`src/rtl/core/bthf_pkg.sv`:
```
// Shared types, constants and helpers for the boundary-tag heap free block.
// Used by bthf_ctrl, boundary_tag_heap_free and the testbench; depends on nothing else.
package bthf_pkg;

  // Heap geometry. HEAP_WORDS must be a power of two; word indexes wrap by truncation.
  localparam int HEAP_WORDS = 1024;
  localparam int IDX_W      = $clog2(HEAP_WORDS);
  localparam int WORD_W     = 32;
  localparam int ADDR_W     = 12;

  typedef logic [IDX_W-1:0]  idx_t;
  typedef logic [WORD_W-1:0] word_t;

  // Action codes of an input item.
  localparam logic [1:0] ACT_WRITE = 2'd0;
  localparam logic [1:0] ACT_READ  = 2'd1;
  localparam logic [1:0] ACT_FREE  = 2'd2;

  // Status codes of a result item.
  localparam logic [1:0] STAT_DONE     = 2'd0;
  localparam logic [1:0] STAT_NULL     = 2'd1;
  localparam logic [1:0] STAT_MISALIGN = 2'd2;

  // Header bits and the end marker.
  localparam int    BUSY_BIT      = 0;
  localparam int    PREV_BUSY_BIT = 1;
  localparam word_t END_MARK      = 32'd1;

  // One heap memory access, issued by the sequencer.
  typedef struct packed {
    logic  we;
    idx_t  addr;
    word_t wdata;
  } mem_req_t;

  // One result item.
  typedef struct packed {
    word_t      read_data;
    logic [1:0] status;
  } result_t;

  // Word index named by a byte address.
  function automatic idx_t idx_of_addr(input logic [ADDR_W-1:0] addr);
    logic [31:0] a32;
    a32 = 32'(addr);
    return a32[IDX_W+1:2];
  endfunction

  // Size field of a header word (bits 2..0 cleared).
  function automatic word_t size_of(input word_t v);
    return {v[WORD_W-1:3], 3'b000};
  endfunction

  // Word distance of a header size, wrapped to the heap.
  function automatic idx_t hdr_words(input word_t v);
    logic [31:0] s;
    s = size_of(v);
    return s[IDX_W+1:2];
  endfunction

  // Word distance of a footer's byte count, wrapped to the heap.
  function automatic idx_t foot_words(input word_t v);
    return v[IDX_W+1:2];
  endfunction

endpackage

```
`src/rtl/core/bthf_ctrl.sv`:
```
// Sequencer for heap accesses and the boundary-tag free with coalescing.
// Depends on bthf_pkg; drives the single heap memory port.
module bthf_ctrl
  import bthf_pkg::*;
(
  input  logic                  clk,
  input  logic                  rst_n,
  input  logic                  in_valid,
  output logic                  in_ready,
  input  logic [1:0]            in_action,
  input  logic [ADDR_W-1:0]     in_address,
  input  word_t                 in_write_data,
  input  word_t                 mem_rdata,
  output mem_req_t              mem_req,
  output logic                  res_valid,
  input  logic                  res_take,
  output result_t               res
);

  // Sequencer state codes.
  localparam logic [3:0] S_IDLE  = 4'd0;
  localparam logic [3:0] S_RDATA = 4'd1;
  localparam logic [3:0] S_HDR   = 4'd2;
  localparam logic [3:0] S_NRD   = 4'd3;
  localparam logic [3:0] S_NXT   = 4'd4;
  localparam logic [3:0] S_PLAN  = 4'd5;
  localparam logic [3:0] S_PFOOT = 4'd6;
  localparam logic [3:0] S_PRD   = 4'd7;
  localparam logic [3:0] S_PREV  = 4'd8;
  localparam logic [3:0] S_FOOT  = 4'd9;
  localparam logic [3:0] S_DONE  = 4'd10;

  logic [3:0] state_r, state_nxt;
  idx_t       hdr_r, nxt_r, foot_r, prv_r;
  word_t      hc_r, nc_r, base_r, fval_r;
  result_t    res_r;

  logic  accept;
  idx_t  in_idx;
  word_t h_clr, n_cur, merged_hn, prev_sum;
  logic  prev_free, next_free;
  idx_t  foot_idx;

  assign in_ready  = (state_r == S_IDLE);
  assign accept    = in_valid && in_ready;
  assign in_idx    = idx_of_addr(in_address);
  assign res_valid = (state_r == S_DONE);
  assign res       = res_r;

  // Values derived from the data just read.
  assign h_clr = mem_rdata & ~(word_t'(1) << BUSY_BIT);
  assign n_cur = (mem_rdata != END_MARK) ? (mem_rdata & ~(word_t'(1) << PREV_BUSY_BIT))
                                         : mem_rdata;

  // Merge decision on the current header and next-header values.
  assign prev_free = !hc_r[PREV_BUSY_BIT];
  assign next_free = !nc_r[BUSY_BIT];
  assign foot_idx  = next_free ? (nxt_r + hdr_words(nc_r) - idx_t'(1))
                               : (hdr_r + hdr_words(hc_r) - idx_t'(1));
  assign merged_hn = size_of(nc_r) + size_of(hc_r)
                     + (hc_r & (word_t'(1) << PREV_BUSY_BIT));
  assign prev_sum  = base_r + size_of(mem_rdata)
                     + (mem_rdata & (word_t'(1) << PREV_BUSY_BIT));

  // Next state and memory port.
  always_comb begin
    state_nxt     = state_r;
    mem_req.we    = 1'b0;
    mem_req.addr  = '0;
    mem_req.wdata = '0;
    unique case (state_r)
      S_IDLE: begin
        if (accept) begin
          unique case (in_action)
            ACT_WRITE: begin
              mem_req.we    = 1'b1;
              mem_req.addr  = in_idx;
              mem_req.wdata = in_write_data;
              state_nxt     = S_DONE;
            end
            ACT_READ: begin
              mem_req.addr = in_idx;
              state_nxt    = S_RDATA;
            end
            ACT_FREE: begin
              if (in_address != '0 && in_address[2:0] == 3'b000) begin
                mem_req.addr = in_idx - idx_t'(1);
                state_nxt    = S_HDR;
              end else begin
                state_nxt = S_DONE;
              end
            end
            default: state_nxt = S_DONE;
          endcase
        end
      end
      S_RDATA: state_nxt = S_DONE;
      S_HDR: begin
        mem_req.we    = 1'b1;
        mem_req.addr  = hdr_r;
        mem_req.wdata = h_clr;
        state_nxt     = S_NRD;
      end
      S_NRD: begin
        mem_req.addr = nxt_r;
        state_nxt    = S_NXT;
      end
      S_NXT: begin
        mem_req.we    = (mem_rdata != END_MARK);
        mem_req.addr  = nxt_r;
        mem_req.wdata = n_cur;
        state_nxt     = S_PLAN;
      end
      S_PLAN: begin
        if (prev_free) begin
          mem_req.addr = hdr_r - idx_t'(1);
          state_nxt    = S_PFOOT;
        end else if (next_free) begin
          mem_req.we    = 1'b1;
          mem_req.addr  = hdr_r;
          mem_req.wdata = merged_hn;
          state_nxt     = S_FOOT;
        end else begin
          state_nxt = S_FOOT;
        end
      end
      S_PFOOT: state_nxt = S_PRD;
      S_PRD: begin
        mem_req.addr = prv_r;
        state_nxt    = S_PREV;
      end
      S_PREV: begin
        mem_req.we    = 1'b1;
        mem_req.addr  = prv_r;
        mem_req.wdata = prev_sum;
        state_nxt     = S_FOOT;
      end
      S_FOOT: begin
        mem_req.we    = 1'b1;
        mem_req.addr  = foot_r;
        mem_req.wdata = fval_r;
        state_nxt     = S_DONE;
      end
      S_DONE: begin
        if (res_take) begin
          state_nxt = S_IDLE;
        end
      end
      default: state_nxt = S_IDLE;
    endcase
  end

  // State register.
  always_ff @(posedge clk) begin
    if (!rst_n) begin
      state_r <= S_IDLE;
    end else begin
      state_r <= state_nxt;
    end
  end

  // Working registers of the free sequence and the result.
  always_ff @(posedge clk) begin
    case (state_r)
      S_IDLE: begin
        hdr_r           <= in_idx - idx_t'(1);
        res_r.read_data <= '0;
        if (in_action == ACT_FREE && in_address == '0) begin
          res_r.status <= STAT_NULL;
        end else if (in_action == ACT_FREE && in_address[2:0] != 3'b000) begin
          res_r.status <= STAT_MISALIGN;
        end else begin
          res_r.status <= STAT_DONE;
        end
      end
      S_RDATA: res_r.read_data <= mem_rdata;
      S_HDR: begin
        hc_r  <= h_clr;
        nxt_r <= hdr_r + hdr_words(h_clr);
      end
      S_NXT: begin
        nc_r <= n_cur;
        // The next header may be this very header when the size is a multiple of the heap size, zero included.
        if (nxt_r == hdr_r) begin
          hc_r <= n_cur;
        end
      end
      S_PLAN: begin
        foot_r <= foot_idx;
        base_r <= (next_free ? size_of(nc_r) : '0) + size_of(hc_r);
        fval_r <= next_free ? size_of(merged_hn) : size_of(hc_r);
      end
      S_PFOOT: prv_r  <= hdr_r - foot_words(mem_rdata);
      S_PREV:  fval_r <= size_of(prev_sum);
      default: ;
    endcase
  end

endmodule

```
`config.mk`:
```
export PLATFORM = sky130hd
export DESIGN_NAME = bthf_ctrl
export DESIGN_NICKNAME = d
export VERILOG_FILES = /design/src/rtl/core/bthf_pkg.sv /design/src/rtl/core/bthf_ctrl.sv
export SDC_FILE = /design/constraint.sdc
export NUM_CORES = 1
export LEC_CHECK = 0
export ABC_CLOCK_PERIOD_IN_PS = 5540
export BUFFER_PORTS_ARGS = -buffer_cell sky130_fd_sc_hd__buf_2
export CORE_ASPECT_RATIO = 1.4
export CORE_MARGIN = 2
export CORE_UTILIZATION = 49
export CTS_CLUSTER_SIZE = 14
export DETAILED_ROUTE_END_ITERATION = 7
export HOLD_SLACK_MARGIN = 0.12
export PLACE_DENSITY = 0.68
export SYNTH_ARGS = -nofsm -noshare
export SYNTH_HDL_FRONTEND = slang
export SYNTH_SLANG_ARGS = --single-unit
```
`constraint.sdc`:
```
create_clock -name clk -period 5.54 [get_ports clk]
set_input_delay 0.554 -clock clk [delete_from_list [all_inputs] [get_ports clk]]
set_output_delay 0.554 -clock clk [all_outputs]
set_load 0.05 [all_outputs]
```
==> results.tsv <==
metric	value	unit
clock latency on the worst-skew pair	0.46	ns
Synth top area share	38.51	%
NumNets Final	1942	
crit path max fanout	4	
Hold Fails Final Rpt	0	
Synth Instances	1574	
# DRC	0	
DP HPWL	36.24	mm
worst-margin pin slew	1.106	ns
CTS Buf Count	17	
H-tree levels	4	
GPL Wtd Cong	0.9473	
diodes inserted	0	
PwrDens	518.4	nW/µm²
fmax	215.8	MHz
clock sink count	196	
fin crit share	83.65	%
routed wire length	47.87	mm
Global Route Usage Sum	30.17	%
Post-CTS Hold Buffers	0	
die area	31990	µm²
CP required	4.99	ns
Synth area leader	edfxtp_1	
drt wl/cell	22.63	µm
worst vdd ir	0.4604	mV
initial antenna violation count	0	
Leak Pwr	7.138	nW
Slew headroom	26.29	%
Syn. warnings	0	
post-CTS setup buffers	0	
Synth Area per Inst	9.512	µm²
Synth area leaders	edfxtp_1, ha_1, xnor2_1, a21oi_1, nand2_1	
First-pass DRT Iterations	5	
vias	12990	
Die Span Y	210.8	µm
Worst Path Arrival	4.08	ns
final antenna-violating net count	0	
startpoint types	flip-flop	
vias in the first global route	13070	
MaxCap Viol Count	0	
RSZ-0062 raised after global routing	false	
asr flop ratio synth	0	%
final setup TNS	0	ns
final setup fails	0	
status	completed	
Remaining Overflow, GRT	0	
HP Class	input pin to flip-flop	
area grow syn2layout	11.93	%
synth unique cells	88	
post-layout minimum cycle time	4.634	ns
Root Driver	clkbuf_16	
core footprint	30030	µm²
share of layout cells above drive strength 1	13.64	%
TritonCTS clock tree	built	
worst hold slack	0.3557	ns
maximum number of pins on one net before global-route repair	47	
fin. max-slew vios	0	
Synth top cells by count	edfxtp_1, ha_1, nand2_1	
post-CTS sizing	0	
first-pass GRT wire length	72.23	mm
Bufs on Longest Clock Path	2	
count leader, synth	edfxtp_1	
die width	151.7	µm
Post-synth EDFFs	192	
endpoint type of the worst setup path	output pin	
sequential-to-total area share from yosys stat	39.04	%
Filler Cell Count	2747	
site row count	75	
1st-iter DRT viols	1067	
WS Path Type	flip-flop to output pin	
Port-buffer cells	160	
clock slew at reported path FFs	0.07	ns
vias per inst	6.142	
Worst Clk Skew	0.009269	ns
Initial Util	49.86	%
Post-Syn Area	14970	µm²
Synth Flop Type	edfxtp_1	
Post-Syn Nets	1799	
Ports	161	
flops & latches, synth	196	
path summary, 6_finish.rpt:
kind | to | slack (ns) | from | cells past startpoint
setup / recovery | mem_req[31] | 0.91 | hc_r[3]$_DFFE_PP_ | 13
hold / removal | state_r[1]$_SDFFE_PN0P_ | 0.36 | rst_n | 2
setup reg to reg | base_r[29]$_DFFE_PP_ | 1.76 | nc_r[0]$_DFFE_PP_ | 13
hold reg to reg | nxt_r[0]$_DFFE_PP_ | 0.64 | hdr_r[0]$_DFFE_PP_ | 0
stage by stage:
step           utilization (%)  std cells  cell area (µm²)  worst slack, ns  total power [mW]
2_1_floorplan                -       1574            14970            1.286             6.104
3_3_place_gp             53.97       2083            16210            1.347             7.361
3_5_place_dp             53.97       2083            16210            1.388             7.442
4_1_cts                  55.80       2115            16760           0.8910             8.692
5_1_grt                  55.80       2115            16760           0.7640             9.184
6_report                 55.80       2115            16760           0.9060             8.686
power by group:
group	internal, mW	switching (mW)
Combinational	1.54	3.42
Sequential	2.22	0.263
Clock	0.659	0.584
state kept, by name, summed over array words and instances, names as in the netlist:
| name | count |
|---|---|
| res | 34 |
| hc_r | 30 |
| nc_r | 30 |
| base_r | 29 |
| fval_r | 29 |
| foot_r | 10 |
| hdr_r | 10 |
| nxt_r | 10 |
| prv_r | 10 |
| state_r | 4 |
cell usage in the layout, fill, tap and decap left out, types with 39 or more instances in the layout:
master	n
o21ai_0	92
inv_1	121
a21oi_1	100
buf_2	160
nand2_1	133
ha_1	136
xor2_1	47
nor3_1	40
nor2_1	103
a21o_1	39
xnor2_1	72
edfxtp_1	192
worst max-delay path, cell delays in order, from the launching register on:
cell	delay (ns)
edfxtp_1	0.40
ha_1	0.22
inv_1	0.07
fa_1	0.42
nand2b_1	0.22
a211oi_2	0.32
o31ai_2	0.17
a21o_1	0.29
a2111o_1	0.49
and3_1	0.19
or2_1	0.22
xor2_1	0.14
o211ai_1	0.16
buf_2	0.30
routing by layer:
layer / share of wire (%) / vias up / GRT usage, %
li1: - / 6117 / -
met1: 38 / 6307 / 33.79
met2: 54 / 463 / 56.06
met3: 4.7 / 104 / 3.585
met4: 4.0 / 0 / 13.95
met5: 0 / - / 0
cell families (layout without fill, tap and decap cells):
group,Yosys count,in the layout,synth area share [%]
buffers and inverters,178,334,4.638
AOI/OAI and AO/OA,436,436,19.79
DFF,196,196,39.04
adders and majority gates,143,143,12.30
and+or+nand+nor,481,481,15.85
xor gates and xnor gates,119,119,6.961
muxes,21,21,1.412
cell type report:
class | count | area, µm² | area share (%)
clock buffer | 21 | 440.4 | 2.628
clock inverter | 11 | 110.1 | 0.6571
inverter | 123 | 461.7 | 2.755
multi-input combinational | 1200 | 8474 | 50.57
sequential | 196 | 5846 | 34.88
tap | 385 | 481.7 | 2.875
timing repair buffer | 179 | 943.4 | 5.630
No activity file was read; power rests on OpenSTA's default activity.
